## config.mk

```make
export PLATFORM = sky130hd
export DESIGN_NAME = windowed_peak_to_peak_monitor
export DESIGN_NICKNAME = d
export VERILOG_FILES = /design/src/rtl/wppm_pkg.sv /design/src/rtl/wppm_cell.sv /design/src/rtl/wppm_scan.sv /design/src/rtl/windowed_peak_to_peak_monitor.sv
export VERILOG_INCLUDE_DIRS = /design/src /design/src/rtl
export SDC_FILE = /design/constraint.sdc
export NUM_CORES = 1
export LEC_CHECK = 0
export BUFFER_PORTS_ARGS = -buffer_cell sky130_fd_sc_hd__buf_2
export CORE_UTILIZATION = 45
export DETAILED_ROUTE_END_ITERATION = 8
export PLACE_DENSITY = 0.61
export SYNTH_ARGS = -nofsm -noshare
export SYNTH_HDL_FRONTEND = slang
export SYNTH_SLANG_ARGS = --single-unit
```

## constraint.sdc

```tcl
create_clock -name clock -period 79.8 [get_ports clock]
set_clock_uncertainty 0.1 [all_clocks]
set_input_delay 7.98 -clock clock [delete_from_list [all_inputs] [get_ports clock]]
set_output_delay 7.98 -clock clock [all_outputs]
set_load 0.02 [all_outputs]
```

## src/rtl/windowed_peak_to_peak_monitor_defines.svh

```systemverilog
// Assertion macros shared by the RTL.
`ifndef WINDOWED_PEAK_TO_PEAK_MONITOR_DEFINES_SVH
`define WINDOWED_PEAK_TO_PEAK_MONITOR_DEFINES_SVH

// Check prop on every clock edge outside reset.
`define WPPM_ASSERT(label, clk, rst, prop, msg) \
   label: assert property (@(posedge clk) disable iff (rst) (prop)) else $error(msg);

// Check prop on every clock edge, reset included.
`define WPPM_ASSERT_ALWAYS(label, clk, prop, msg) \
   label: assert property (@(posedge clk) (prop)) else $error(msg);

`endif

```

## src/rtl/wppm_pkg.sv

```systemverilog
package wppm_pkg;

   localparam int TIME_W   = 32;
   localparam int LEVEL_W  = 12;
   localparam int WINDOW_W = 16;
   localparam int COUNT_W  = 16;
   localparam int CSR_IDX_W  = 2;
   localparam int CSR_DATA_W = 16;

   localparam logic [WINDOW_W-1:0] WINDOW_RESET = 16'd3000;

   // register indexes
   localparam logic [CSR_IDX_W-1:0] CSR_WINDOW_MS       = 2'd0;
   localparam logic [CSR_IDX_W-1:0] CSR_SPREAD_THRESHOLD = 2'd1;
   localparam logic [CSR_IDX_W-1:0] CSR_LEVEL_THRESHOLD  = 2'd2;

   typedef struct packed {
      logic [TIME_W-1:0]  time_ms;
      logic [LEVEL_W-1:0] level_a;
      logic [LEVEL_W-1:0] level_b;
   } req_type;

   typedef struct packed {
      logic [LEVEL_W-1:0] window_max;
      logic [LEVEL_W-1:0] window_min;
      logic [LEVEL_W-1:0] spread;
      logic               change_led;
      logic [COUNT_W-1:0] change_count;
      logic [COUNT_W-1:0] crossing_count;
      logic               above_level;
   } rsp_type;

   typedef struct packed {
      logic [TIME_W-1:0]  time_ms;
      logic [LEVEL_W-1:0] level;
   } entry_type;

   typedef struct packed {
      logic clear;
      logic step;
   } scan_ctl_type;

   typedef struct packed {
      logic               found;
      logic [LEVEL_W-1:0] hi;
      logic [LEVEL_W-1:0] lo;
   } scan_res_type;

endpackage

```

## src/rtl/wppm_cell.sv

```systemverilog
module wppm_cell (
   input  logic                clock,
   input  logic                shift,
   input  wppm_pkg::entry_type d,
   output wppm_pkg::entry_type q
);

   wppm_pkg::entry_type entry_ff;
   wppm_pkg::entry_type entry_in;

   always_comb begin
      entry_in = shift ? d : entry_ff;
   end

   always_ff @(posedge clock) begin
      entry_ff <= entry_in;
   end

   assign q = entry_ff;

endmodule

```

## src/rtl/wppm_scan.sv

```systemverilog
module wppm_scan #(
   parameter int CNT_W = 5
) (
   input  logic                          clock,
   input  wppm_pkg::scan_ctl_type        ctl,
   input  wppm_pkg::entry_type           tail,
   input  logic [wppm_pkg::TIME_W-1:0]   now,
   input  logic [wppm_pkg::WINDOW_W-1:0] window_ms,
   input  logic [CNT_W-1:0]              pos,
   input  logic [CNT_W-1:0]              count,
   output wppm_pkg::scan_res_type        res,
   output logic [CNT_W-1:0]              keep
);

   logic                          found_ff, found_in;
   logic [wppm_pkg::LEVEL_W-1:0]  hi_ff, hi_in, lo_ff, lo_in;
   logic [CNT_W-1:0]              keep_ff, keep_in;
   logic [wppm_pkg::TIME_W-1:0]   age;
   logic                          live;

   always_comb begin
      age  = now - tail.time_ms;
      // Skip expired entries only until the first live one is found.
      live = (pos < count) &&
             (found_ff || (age <= {{(wppm_pkg::TIME_W-wppm_pkg::WINDOW_W){1'b0}}, window_ms}));
      found_in = found_ff;
      hi_in    = hi_ff;
      lo_in    = lo_ff;
      keep_in  = keep_ff;
      if (ctl.clear) begin
         found_in = 1'b0;
      end else if (ctl.step && live) begin
         found_in = 1'b1;
         if (!found_ff) begin
            hi_in   = tail.level;
            lo_in   = tail.level;
            keep_in = pos + CNT_W'(1);
         end else begin
            if (tail.level > hi_ff) hi_in = tail.level;
            if (tail.level < lo_ff) lo_in = tail.level;
         end
      end
   end

   always_ff @(posedge clock) begin
      found_ff <= found_in;
      hi_ff    <= hi_in;
      lo_ff    <= lo_in;
      keep_ff  <= keep_in;
   end

   assign res.found = found_ff;
   assign res.hi    = hi_ff;
   assign res.lo    = lo_ff;
   assign keep      = keep_ff;

endmodule

```

## src/rtl/windowed_peak_to_peak_monitor.sv

```systemverilog
// Windowed peak-to-peak monitor.
// req channel: one word per sample pair (timestamp, level A, level B).
// rsp channel: one word per accepted req word with window max/min, spread,
// change indicator and counters, all after the update.
// csr channel: register writes (window, spread threshold, level threshold),
// always ready; write only while no word is in flight.
// Level A entries sit in a row of DEPTH-1 cells. On accept the row shifts
// the new entry in; it then rotates once around its whole length, one cell
// per cycle, while the tail cell feeds the expiry and max/min tracker.
// After the accept the row rotates in ST_SCAN, then ST_FINISH loads the result
// into the output register; no new word is taken until the state is back in
// ST_IDLE, and req_ready is high again the cycle after the result is loaded.
// The result sits in an output register; a new word can be taken while it
// waits. If the receiver still stalls when the next result is ready, the
// block holds in its final state until rsp_ready.
// Reset clears counters, flags, the entry count and the registers (window
// 3000 ms, thresholds 0); cell contents are left as they are.
`include "windowed_peak_to_peak_monitor_defines.svh"

module windowed_peak_to_peak_monitor #(
   parameter int DEPTH = 32
) (
   input  logic                               clock,
   input  logic                               reset,
   input  logic                               req_valid,
   output logic                               req_ready,
   input  wppm_pkg::req_type                  req_data,
   output logic                               rsp_valid,
   input  logic                               rsp_ready,
   output wppm_pkg::rsp_type                  rsp_data,
   input  logic                               csr_valid,
   output logic                               csr_ready,
   input  logic [wppm_pkg::CSR_IDX_W-1:0]     csr_index,
   input  logic [wppm_pkg::CSR_DATA_W-1:0]    csr_wdata
);

   localparam int CELLS = DEPTH - 1;
   localparam int CNT_W = (DEPTH > 2) ? $clog2(DEPTH) : 1;
   localparam logic [CNT_W-1:0] LAST_POS  = CNT_W'(CELLS - 1);
   localparam logic [CNT_W-1:0] MAX_COUNT = CNT_W'(CELLS);

   typedef enum logic [2:0] {
      ST_IDLE   = 3'b001,
      ST_SCAN   = 3'b010,
      ST_FINISH = 3'b100
   } state_type;

   state_type state_ff, state_in;

   logic [wppm_pkg::WINDOW_W-1:0] window_ff, window_in;
   logic [wppm_pkg::LEVEL_W-1:0]  spread_thr_ff, spread_thr_in;
   logic [wppm_pkg::LEVEL_W-1:0]  level_thr_ff, level_thr_in;

   logic [wppm_pkg::TIME_W-1:0]   now_ff, now_in;
   logic [wppm_pkg::LEVEL_W-1:0]  level_b_ff, level_b_in;
   logic [CNT_W-1:0]              count_ff, count_in;
   logic [CNT_W-1:0]              pos_ff, pos_in;

   logic                          stable_ff, stable_in;
   logic                          led_ff, led_in;
   logic [wppm_pkg::COUNT_W-1:0]  change_cnt_ff, change_cnt_in;
   logic [wppm_pkg::COUNT_W-1:0]  cross_cnt_ff, cross_cnt_in;
   logic                          above_ff, above_in;

   logic                          rsp_valid_ff, rsp_valid_in;
   wppm_pkg::rsp_type             rsp_data_ff, rsp_data_in;

   logic                          req_accept;
   logic                          csr_write;
   logic                          load_rsp;
   logic                          row_shift;
   wppm_pkg::entry_type           head_d;
   wppm_pkg::entry_type           row_q [CELLS];
   wppm_pkg::scan_ctl_type        scan_ctl;
   wppm_pkg::scan_res_type        scan_res;
   logic [CNT_W-1:0]              scan_keep;
   logic [wppm_pkg::LEVEL_W-1:0]  spread;

   assign req_ready  = (state_ff == ST_IDLE);
   assign req_accept = req_valid && req_ready;
   assign csr_ready  = 1'b1;
   assign csr_write  = csr_valid && csr_ready;
   assign load_rsp   = (state_ff == ST_FINISH) && (!rsp_valid_ff || rsp_ready);

   // Insert on accept, rotate tail back to head while scanning.
   assign row_shift = req_accept || (state_ff == ST_SCAN);
   always_comb begin
      if (state_ff == ST_IDLE) begin
         head_d.time_ms = req_data.time_ms;
         head_d.level   = req_data.level_a;
      end else begin
         head_d = row_q[CELLS-1];
      end
   end

   for (genvar k = 0; k < CELLS; k++) begin : g_row
      if (k == 0) begin : g_head
         wppm_cell u_cell (
            .clock (clock),
            .shift (row_shift),
            .d     (head_d),
            .q     (row_q[k])
         );
      end else begin : g_body
         wppm_cell u_cell (
            .clock (clock),
            .shift (row_shift),
            .d     (row_q[k-1]),
            .q     (row_q[k])
         );
      end
   end

   assign scan_ctl.clear = req_accept;
   assign scan_ctl.step  = (state_ff == ST_SCAN);

   wppm_scan #(
      .CNT_W (CNT_W)
   ) u_scan (
      .clock     (clock),
      .ctl       (scan_ctl),
      .tail      (row_q[CELLS-1]),
      .now       (now_ff),
      .window_ms (window_ff),
      .pos       (pos_ff),
      .count     (count_ff),
      .res       (scan_res),
      .keep      (scan_keep)
   );

   assign spread = scan_res.hi - scan_res.lo;

   always_comb begin
      state_in      = state_ff;
      window_in     = window_ff;
      spread_thr_in = spread_thr_ff;
      level_thr_in  = level_thr_ff;
      now_in        = now_ff;
      level_b_in    = level_b_ff;
      count_in      = count_ff;
      pos_in        = pos_ff;
      stable_in     = stable_ff;
      led_in        = led_ff;
      change_cnt_in = change_cnt_ff;
      cross_cnt_in  = cross_cnt_ff;
      above_in      = above_ff;
      rsp_valid_in  = rsp_valid_ff && !rsp_ready;
      rsp_data_in   = rsp_data_ff;

      if (csr_write) begin
         unique case (csr_index)
            wppm_pkg::CSR_WINDOW_MS:        window_in = csr_wdata;
            wppm_pkg::CSR_SPREAD_THRESHOLD: spread_thr_in = csr_wdata[wppm_pkg::LEVEL_W-1:0];
            wppm_pkg::CSR_LEVEL_THRESHOLD:  level_thr_in = csr_wdata[wppm_pkg::LEVEL_W-1:0];
            default: ;
         endcase
      end

      unique case (state_ff)
         ST_IDLE: begin
            if (req_accept) begin
               now_in     = req_data.time_ms;
               level_b_in = req_data.level_b;
               // full row drops its oldest entry
               if (count_ff != MAX_COUNT) count_in = count_ff + CNT_W'(1);
               pos_in   = LAST_POS;
               state_in = ST_SCAN;
            end
         end
         ST_SCAN: begin
            pos_in = pos_ff - CNT_W'(1);
            if (pos_ff == '0) state_in = ST_FINISH;
         end
         ST_FINISH: begin
            if (load_rsp) begin
               count_in = scan_keep;
               if (spread < spread_thr_ff) begin
                  stable_in = 1'b1;
                  led_in    = 1'b0;
               end else if (stable_ff) begin
                  stable_in     = 1'b0;
                  change_cnt_in = change_cnt_ff + wppm_pkg::COUNT_W'(1);
               end
               if (spread > spread_thr_ff) led_in = 1'b1;

               if (level_b_ff > level_thr_ff && !above_ff) begin
                  cross_cnt_in = cross_cnt_ff + wppm_pkg::COUNT_W'(1);
                  above_in     = 1'b1;
               end else if (level_b_ff < level_thr_ff && above_ff) begin
                  above_in = 1'b0;
               end

               rsp_valid_in               = 1'b1;
               rsp_data_in.window_max     = scan_res.hi;
               rsp_data_in.window_min     = scan_res.lo;
               rsp_data_in.spread         = spread;
               rsp_data_in.change_led     = led_in;
               rsp_data_in.change_count   = change_cnt_in;
               rsp_data_in.crossing_count = cross_cnt_in;
               rsp_data_in.above_level    = above_in;
               state_in                   = ST_IDLE;
            end
         end
         default: state_in = ST_IDLE;
      endcase
   end

   always_ff @(posedge clock) begin
      if (reset) begin
         state_ff      <= ST_IDLE;
         window_ff     <= wppm_pkg::WINDOW_RESET;
         spread_thr_ff <= '0;
         level_thr_ff  <= '0;
         count_ff      <= '0;
         pos_ff        <= '0;
         stable_ff     <= 1'b0;
         led_ff        <= 1'b0;
         change_cnt_ff <= '0;
         cross_cnt_ff  <= '0;
         above_ff      <= 1'b0;
         rsp_valid_ff  <= 1'b0;
      end else begin
         state_ff      <= state_in;
         window_ff     <= window_in;
         spread_thr_ff <= spread_thr_in;
         level_thr_ff  <= level_thr_in;
         count_ff      <= count_in;
         pos_ff        <= pos_in;
         stable_ff     <= stable_in;
         led_ff        <= led_in;
         change_cnt_ff <= change_cnt_in;
         cross_cnt_ff  <= cross_cnt_in;
         above_ff      <= above_in;
         rsp_valid_ff  <= rsp_valid_in;
      end
   end

   always_ff @(posedge clock) begin
      now_ff      <= now_in;
      level_b_ff  <= level_b_in;
      rsp_data_ff <= rsp_data_in;
   end

   assign rsp_valid = rsp_valid_ff;
   assign rsp_data  = rsp_data_ff;

   `WPPM_ASSERT(a_accept_starts_scan, clock, reset, req_accept |=> (state_ff == ST_SCAN) && (pos_ff == LAST_POS), "accepted word did not start a full scan")
   `WPPM_ASSERT(a_newest_always_live, clock, reset, (state_ff == ST_FINISH) |-> scan_res.found, "scan ended without a live entry")
   `WPPM_ASSERT(a_keep_in_range, clock, reset, (state_ff == ST_FINISH) |-> (scan_keep != '0) && (scan_keep <= count_ff), "kept entry count out of range")
   `WPPM_ASSERT(a_load_shows_result, clock, reset, load_rsp |=> rsp_valid_ff && (state_ff == ST_IDLE), "loaded result not presented")
   `WPPM_ASSERT_ALWAYS(a_count_bounded, clock, reset || (count_ff <= MAX_COUNT), "entry count exceeds row length")

endmodule

```

==> results of run 1 <==
## final timing paths
kind | slack, ns | from | endpoint
setup / recovery | 67.19 | req_valid | g_row[5].g_body.u_cell.q[36]
hold / removal | 0.31 | g_row[1].g_body.u_cell.q[20] | g_row[2].g_body.u_cell.q[20]
setup reg to reg | 73.83 | state_ff[0] | g_row[5].g_body.u_cell.q[36]
hold reg to reg | 0.31 | g_row[1].g_body.u_cell.q[20] | g_row[2].g_body.u_cell.q[20]
## where the power goes
group / switching [W] / internal (W)
combinational: 0.0000595 / 0.0000217
clock: 0.000303 / 0.000406
sequential: 0.0000216 / 0.00101
## cell usage after synthesis (all sizes together) (12+ instances only)
library cell | n | area, sq um
edfxtp | 1507 | 45300
nand2 | 130 | 488
inv | 127 | 477
nor2 | 117 | 439
ha | 116 | 1450
dfxtp | 90 | 1800
a21oi | 86 | 434
o21ai | 73 | 365
xnor2 | 52 | 455
clkbuf | 41 | 154
xor2 | 35 | 307
nand3 | 32 | 160
mux2i | 30 | 300
a21o | 28 | 211
nand4 | 28 | 175
nor3 | 17 | 85.1
mux2 | 16 | 180
and3 | 15 | 93.8
or3 | 12 | 76.3
## final cells by class
class / instances / area share (%)
Multi-Input combinational cell: 931 / 10.3
Inverter: 127 / 0.786
Clock buffer: 201 / 6.75
Tap cell: 1600 / 3.23
Clock inverter: 90 / 1.34
Antenna cell: 7 / 0.0283
Sequential cell: 1597 / 76.0
Timing Repair Buffer: 169 / 1.49
## through the flow
| step | power [W] | setup slack [ns] | util (%) |
|---|---|---|---|
| after floorplan | 0.00118 | 42.51 | - |
| after global placement | 0.00113 | 66.55 | 47.9 |
| after detailed placement | 0.00113 | 66.26 | 47.9 |
| after CTS | 0.00185 | 67.13 | 52.1 |
| after global routing | 0.00189 | 66.69 | 52.1 |
| final | 0.00182 | 67.19 | 52.1 |
## state kept, by name, summed over array words and instances, names as in the netlist, 12 cells and up
signal / count
level_b_ff: 12
change_cnt_ff: 16
cross_cnt_ff: 16
g_row.g_head.u_cell.q: 44
u_scan.hi_ff: 12
level_thr_ff: 12
spread_thr_ff: 12
window_ff: 16
u_scan.lo_ff: 12
rsp_data: 70
g_row.g_body.u_cell.q: 1320
now_ff: 32
## per-layer routing
metal  part of all wire, %  vias up  routed length, um  GRT usage [%]
met5                  0.13        -                115              0
met4                   2.5       16               2170           5.52
met3                   6.0      165               5310           3.65
met2                    44      537              38200           20.4
met1                    48    11824              42000           21.8
li1                      -    10919                  -              -
## logic make-up after synthesis
kind of cell | Yosys count
AND/OR/NAND/NOR | 410
buffers and inverters | 179
other | 1
XOR/XNOR | 87
AO/OA/AOI/OAI | 269
multiplexers | 46
flip-flops | 1597
adder cells (fa/ha/maj) | 118
==> results_dict.tcl, run 1 <==
set metrics [dict create \
    cpMaxStageDelayCell "buf_4" \
    period_share_pct 15.8 \
    dr.pass1.iters 5 \
    hold_violations 0 \
    p_per_area_nw_per_um2 29.4 \
    io_buffers 150 \
    crit_arrival_ns 12.86 \
    cts_setup_buffers 0 \
    r2r_cells 8 \
    final.min_clock_period_ns 12.61 \
    io_pins 152 \
    final-seq-area_sq_um 47100 \
    die_area_sq_um 122000 \
    fp.dieH_um 349 \
    cpMostUsedCell "buf_4" \
    critPathKind "input port to flip-flop" \
    syn_to_final_growth_pct 14.3 \
    initial_core_util_pct 45.6 \
    antenna_left 0 \
    placed_area_sq_um 56900 \
    holdPathStages 0 \
    seq_area_frac_synth_pct 86.9 \
    design_area_sq_um 61900 \
    fin_nets 3181 \
    grt_pass1_vias 23045 \
    antenna_found_initial 23 \
    grtUsageTotal_pct 14.5 \
    critPathLaunchType "input port" \
    dp.cells 4424 \
    numClockSinks 1597 \
    netlist_instances 2707 \
    max_freq_mhz 79.3 \
    core-area_sq_um 119000 \
    detail_route.vias_per_cell 4.97 \
    dp_hpwl_mm 52.3 \
    layout_commonest_cell "edfxtp_1" \
    cts_hold_buf 0 \
    synth-edff-count 1507 \
    cts_buffer_depth 3 \
    cts_inserted_buffers 158 \
    final_cell_count_no_fill 4722 \
    synth-xor-area-share_pct 1.41 \
    drive_gt1_share_pct 14.0 \
    synthAdderAreaFrac_pct 2.75 \
    p_leak_nw 21.4 \
    syn_area_sq_um 54200 \
    clock-root-buffer "clkbuf_16" \
    htreeDepth 4 \
    hp-class "flip-flop to flip-flop" \
    slew_viol_final 0 \
    routedWlPerCell_um 18.6 \
    synthFlopType "edfxtp_1" \
    multiInputGateArea_sq_um 6400 \
    fp-row-count 126 \
    setup_viol 0 \
    yosys_warnings 0 \
    critPathBufInv 6 \
    grt_pass1_wl_mm 135 \
    remaining_drc_errors 0 \
    worstSkewPairLatency_ns 0.75 \
    outcome "finished clean" \
    yosysUniqueCellTypes 75 \
    synth_compound_area_share_pct 3.11 \
    synth-async-reset-ratio_pct 0 \
    synthSimpleGateAreaFrac_pct 3.61 \
    synth_mux_area_share_pct 0.887 \
    cp_max_fo 223 \
    critical_path.cell_chain "buf_2 > nand2_1 > inv_2 > nor2_1 > inv_8 > buf_4 > buf_4 > buf_12" \
    rsz0062_at_grt "no" \
    avgSynthCellArea_sq_um 20.0 \
    cap_violations 0 \
    end_kind "flip-flop" \
    tightestPinTransition_ns 1.25 \
    cts-resized-gates 0 \
    setup-tns-final_ns 0 \
    drt_iter0_markers 2337 \
    vias 23461 \
    cts_tree "yes" \
    grt_overflow 0 \
    synth_top_family_by_area "simple AND/OR/NAND/NOR gates" \
    worst_path_dominant_cell_family "buffers and inverters" \
    layout_common_cells "edfxtp_1 (1507), clkbuf_16 (161), buf_2 (149)" \
    place.gp.congestion 0.800 \
    slew_headroom_pct 16.2 \
    yosys_register_bits 1597 \
    grt_max_degree 224 \
    wirelength_mm 87.9 \
    n_fill_cell 9180 \
    path_depth 8 \
    required_ns 80.05 \
    fp.dieW_um 349 \
    syn_nets 2904 \
    ir_drop_v 0.0000198 \
    whs_ns 0.306 \
    clk_pin_slew_ns 0.06 \
    slowest_delay_ns 0.86 \
]
Note: power is estimated with default switching activity, not from simulation.
==> inputs of run 2 (changes only) <==
Settings changed: PLACE_DENSITY 0.61 to 0.63.
Clock period 79.8 ns to 10.7 ns, I/O delays scaled along.
==> run 2 against run 1 <==
  * Global-route usage up 0.16 points
  * Critical endpoint is now u_scan.lo_ff[11]
  * Largest cell class unchanged
  * Sequential share of layout area down 0.15 points
  * Critical path type is now flip-flop to flip-flop
  * Clock power rose to 7.6 times the previous value
  * Flip-flop and latch count unchanged
  * Critical path depth up 7
  * Utilization up 0.10 points
  * Combinational power rose to 7.5 times the previous value
  * Non-clock buffer count down 5
  * Highest routed layer unchanged
  * Total power rose to 7.5 times the previous value
  * Final area up 0.19%
  * Sequential power rose to 7.5 times the previous value
  * Hold slack worse by 0.0092 ns
==> results_dict.tcl, run 2 (same netlist as run 1, synthesis figures left out) <==
set metrics [dict create \
    outcome "finished clean" \
    setup-tns-final_ns 0 \
    routedWlPerCell_um 18.7 \
    cts_inserted_buffers 155 \
    final_cell_count_no_fill 4712 \
    hp-class "flip-flop to flip-flop" \
    crit_arrival_ns 5.51 \
    largest_reg_flops 1320 \
    path_depth 15 \
    drt_iter0_markers 2307 \
    slew_headroom_pct 16.6 \
    cts-resized-gates 0 \
    io_pins 152 \
    slowest_delay_ns 0.76 \
    cts_tree "yes" \
    holdCritStartpoint "g_row[20].g_body.u_cell.q[13]" \
    clk_pin_slew_ns 0.06 \
    critical_path.cell_chain "ha_1 > fa_1 > nand2b_1 > a21o_1 > a211oi_1 > or3_1 > xor2_1 > ha_1 > nand4_1 > or4_1 > a22oi_1 > o2111ai_1 > nor4_1 > nand4_1 > a2bb2oi_2" \
    cts_setup_buffers 0 \
    cts_hold_buf 0 \
    final.min_clock_period_ns 5.24 \
    rsz0062_at_grt "no" \
    critPathBufInv 0 \
    fp-row-count 126 \
    dp_hpwl_mm 51.7 \
    io_buffers 150 \
    clock-root-buffer "clkbuf_16" \
    p_leak_nw 21.4 \
    htreeDepth 4 \
    fin_nets 3173 \
    cpMaxStageDelayCell "a2bb2oi_2" \
    whs_ns 0.297 \
    p_per_area_nw_per_um2 221 \
    worst_path_dominant_cell_family "simple AND/OR/NAND/NOR gates" \
    max_freq_mhz 191 \
    dp_slack_ns 5.45 \
    numClockSinks 1597 \
    critPathLaunchType "flip-flop" \
    grt_pass1_vias 23119 \
    vias 23451 \
    layout_commonest_cell "edfxtp_1" \
    cp_max_fo 12 \
    dp.cells 4419 \
    grt_pass1_wl_mm 136 \
    cap_violations 0 \
    worst_slack_ns 5.46 \
    wirelength_mm 88.1 \
    antenna_found_initial 37 \
    antenna_left 0 \
    die_area_sq_um 122000 \
    syn_to_final_growth_pct 14.5 \
    fp.dieH_um 349 \
    r2r_cells 15 \
    required_ns 10.97 \
    end_kind "flip-flop" \
    ir_drop_v 0.000154 \
    remaining_drc_errors 0 \
    drive_gt1_share_pct 14.0 \
    rr_endpoint "u_scan.lo_ff[11]" \
    crit_end "u_scan.lo_ff[11]" \
    tightestPinTransition_ns 1.25 \
    hold_violations 0 \
    grt_overflow 0 \
    n_fill_cell 9147 \
    critPathKind "flip-flop to flip-flop" \
    fin_util_pct 52.2 \
    detail_route.vias_per_cell 4.98 \
    critPathLaunch "g_row[30].g_body.u_cell.q[12]" \
    grtUsageTotal_pct 14.7 \
    r2r_setup_slack_ns 5.46 \
    period_share_pct 49.0 \
    setup_viol 0 \
    worstSkewPairLatency_ns 0.75 \
    initial_core_util_pct 45.6 \
    cts_buffer_depth 3 \
    grt_max_degree 232 \
    dr.pass1.iters 7 \
    r2r-start "g_row[30].g_body.u_cell.q[12]" \
    core-area_sq_um 119000 \
    layout_common_cells "edfxtp_1 (1507), clkbuf_16 (160), buf_2 (149)" \
    fp.dieW_um 349 \
    slew_viol_final 0 \
    place.gp.congestion 0.857 \
]
run 2: changes by cell type in the layout (fill, tap and decap cells not counted), moves of 4 or more:
cell,delta
clkinv_1,+5
diode_2,+4
buf_12,+4
clkbuf_1,-14
buf_4,-9
inv_16,+4
bufinv_16,+6
run 2: worst register-to-register path, stage by stage (launching register included):
cell and delay, ns:
edfxtp_1 0.42, ha_1 0.23, fa_1 0.40, nand2b_1 0.18, a21o_1 0.21, a211oi_1 0.29, or3_1 0.20, xor2_1 0.09
ha_1 0.29, nand4_1 0.12, or4_1 0.51, a22oi_1 0.20, o2111ai_1 0.12, nor4_1 0.29, nand4_1 0.43, a2bb2oi_2 0.77
run 2: layout make-up:
cell class | count | area, sq um | share of cell area, %
Sequential cell | 1597 | 47100 | 75.9
Multi-Input combinational cell | 931 | 6420 | 10.4
Clock buffer | 188 | 4110 | 6.63
Tap cell | 1600 | 2000 | 3.23
Clock inverter | 94 | 971 | 1.57
Timing Repair Buffer | 164 | 933 | 1.51
Inverter | 127 | 487 | 0.785
Antenna cell | 11 | 27.5 | 0.0444
run 2: metrics by stage:
| step | area, sq um | total power (W) |
|---|---|---|
| 6_report | 62000 | 0.0137 |
| 5_1_grt | 62000 | 0.0142 |
| 4_1_cts | 62000 | 0.0139 |
| 3_3_place_gp | 56900 | 0.00840 |
| 3_5_place_dp | 56900 | 0.00842 |
| 2_1_floorplan | 54200 | 0.00859 |
run 2: worst min-delay path by stage:
stage / to / slack, ns / depth (start not counted)
finish: g_row[21].g_body.u_cell.q[13] / 0.30 / 0
global route: g_row[21].g_body.u_cell.q[13] / 0.30 / 0
CTS: g_row[21].g_body.u_cell.q[13] / 0.29 / 0
detailed placement: g_row[10].g_body.u_cell.q[36] / 0.30 / 0
global placement: g_row[1].g_body.u_cell.q[24] / 0.30 / 0
floorplan: g_row[10].g_body.u_cell.q[0] / 0.30 / 0
run 2: where the power goes:
| part | internal, W | switching [W] |
|---|---|---|
| Combinational | 0.000164 | 0.000444 |
| Sequential | 0.00753 | 0.000159 |
| Clock | 0.00314 | 0.00225 |
| Total | 0.0108 | 0.00286 |
run 2: layer usage:
layer  part of all wire, %  track usage, %
met2                    43            20.4
met3                   7.8            4.65
met1                    46            21.6
met5                  0.26               0
met4                   2.6            5.44
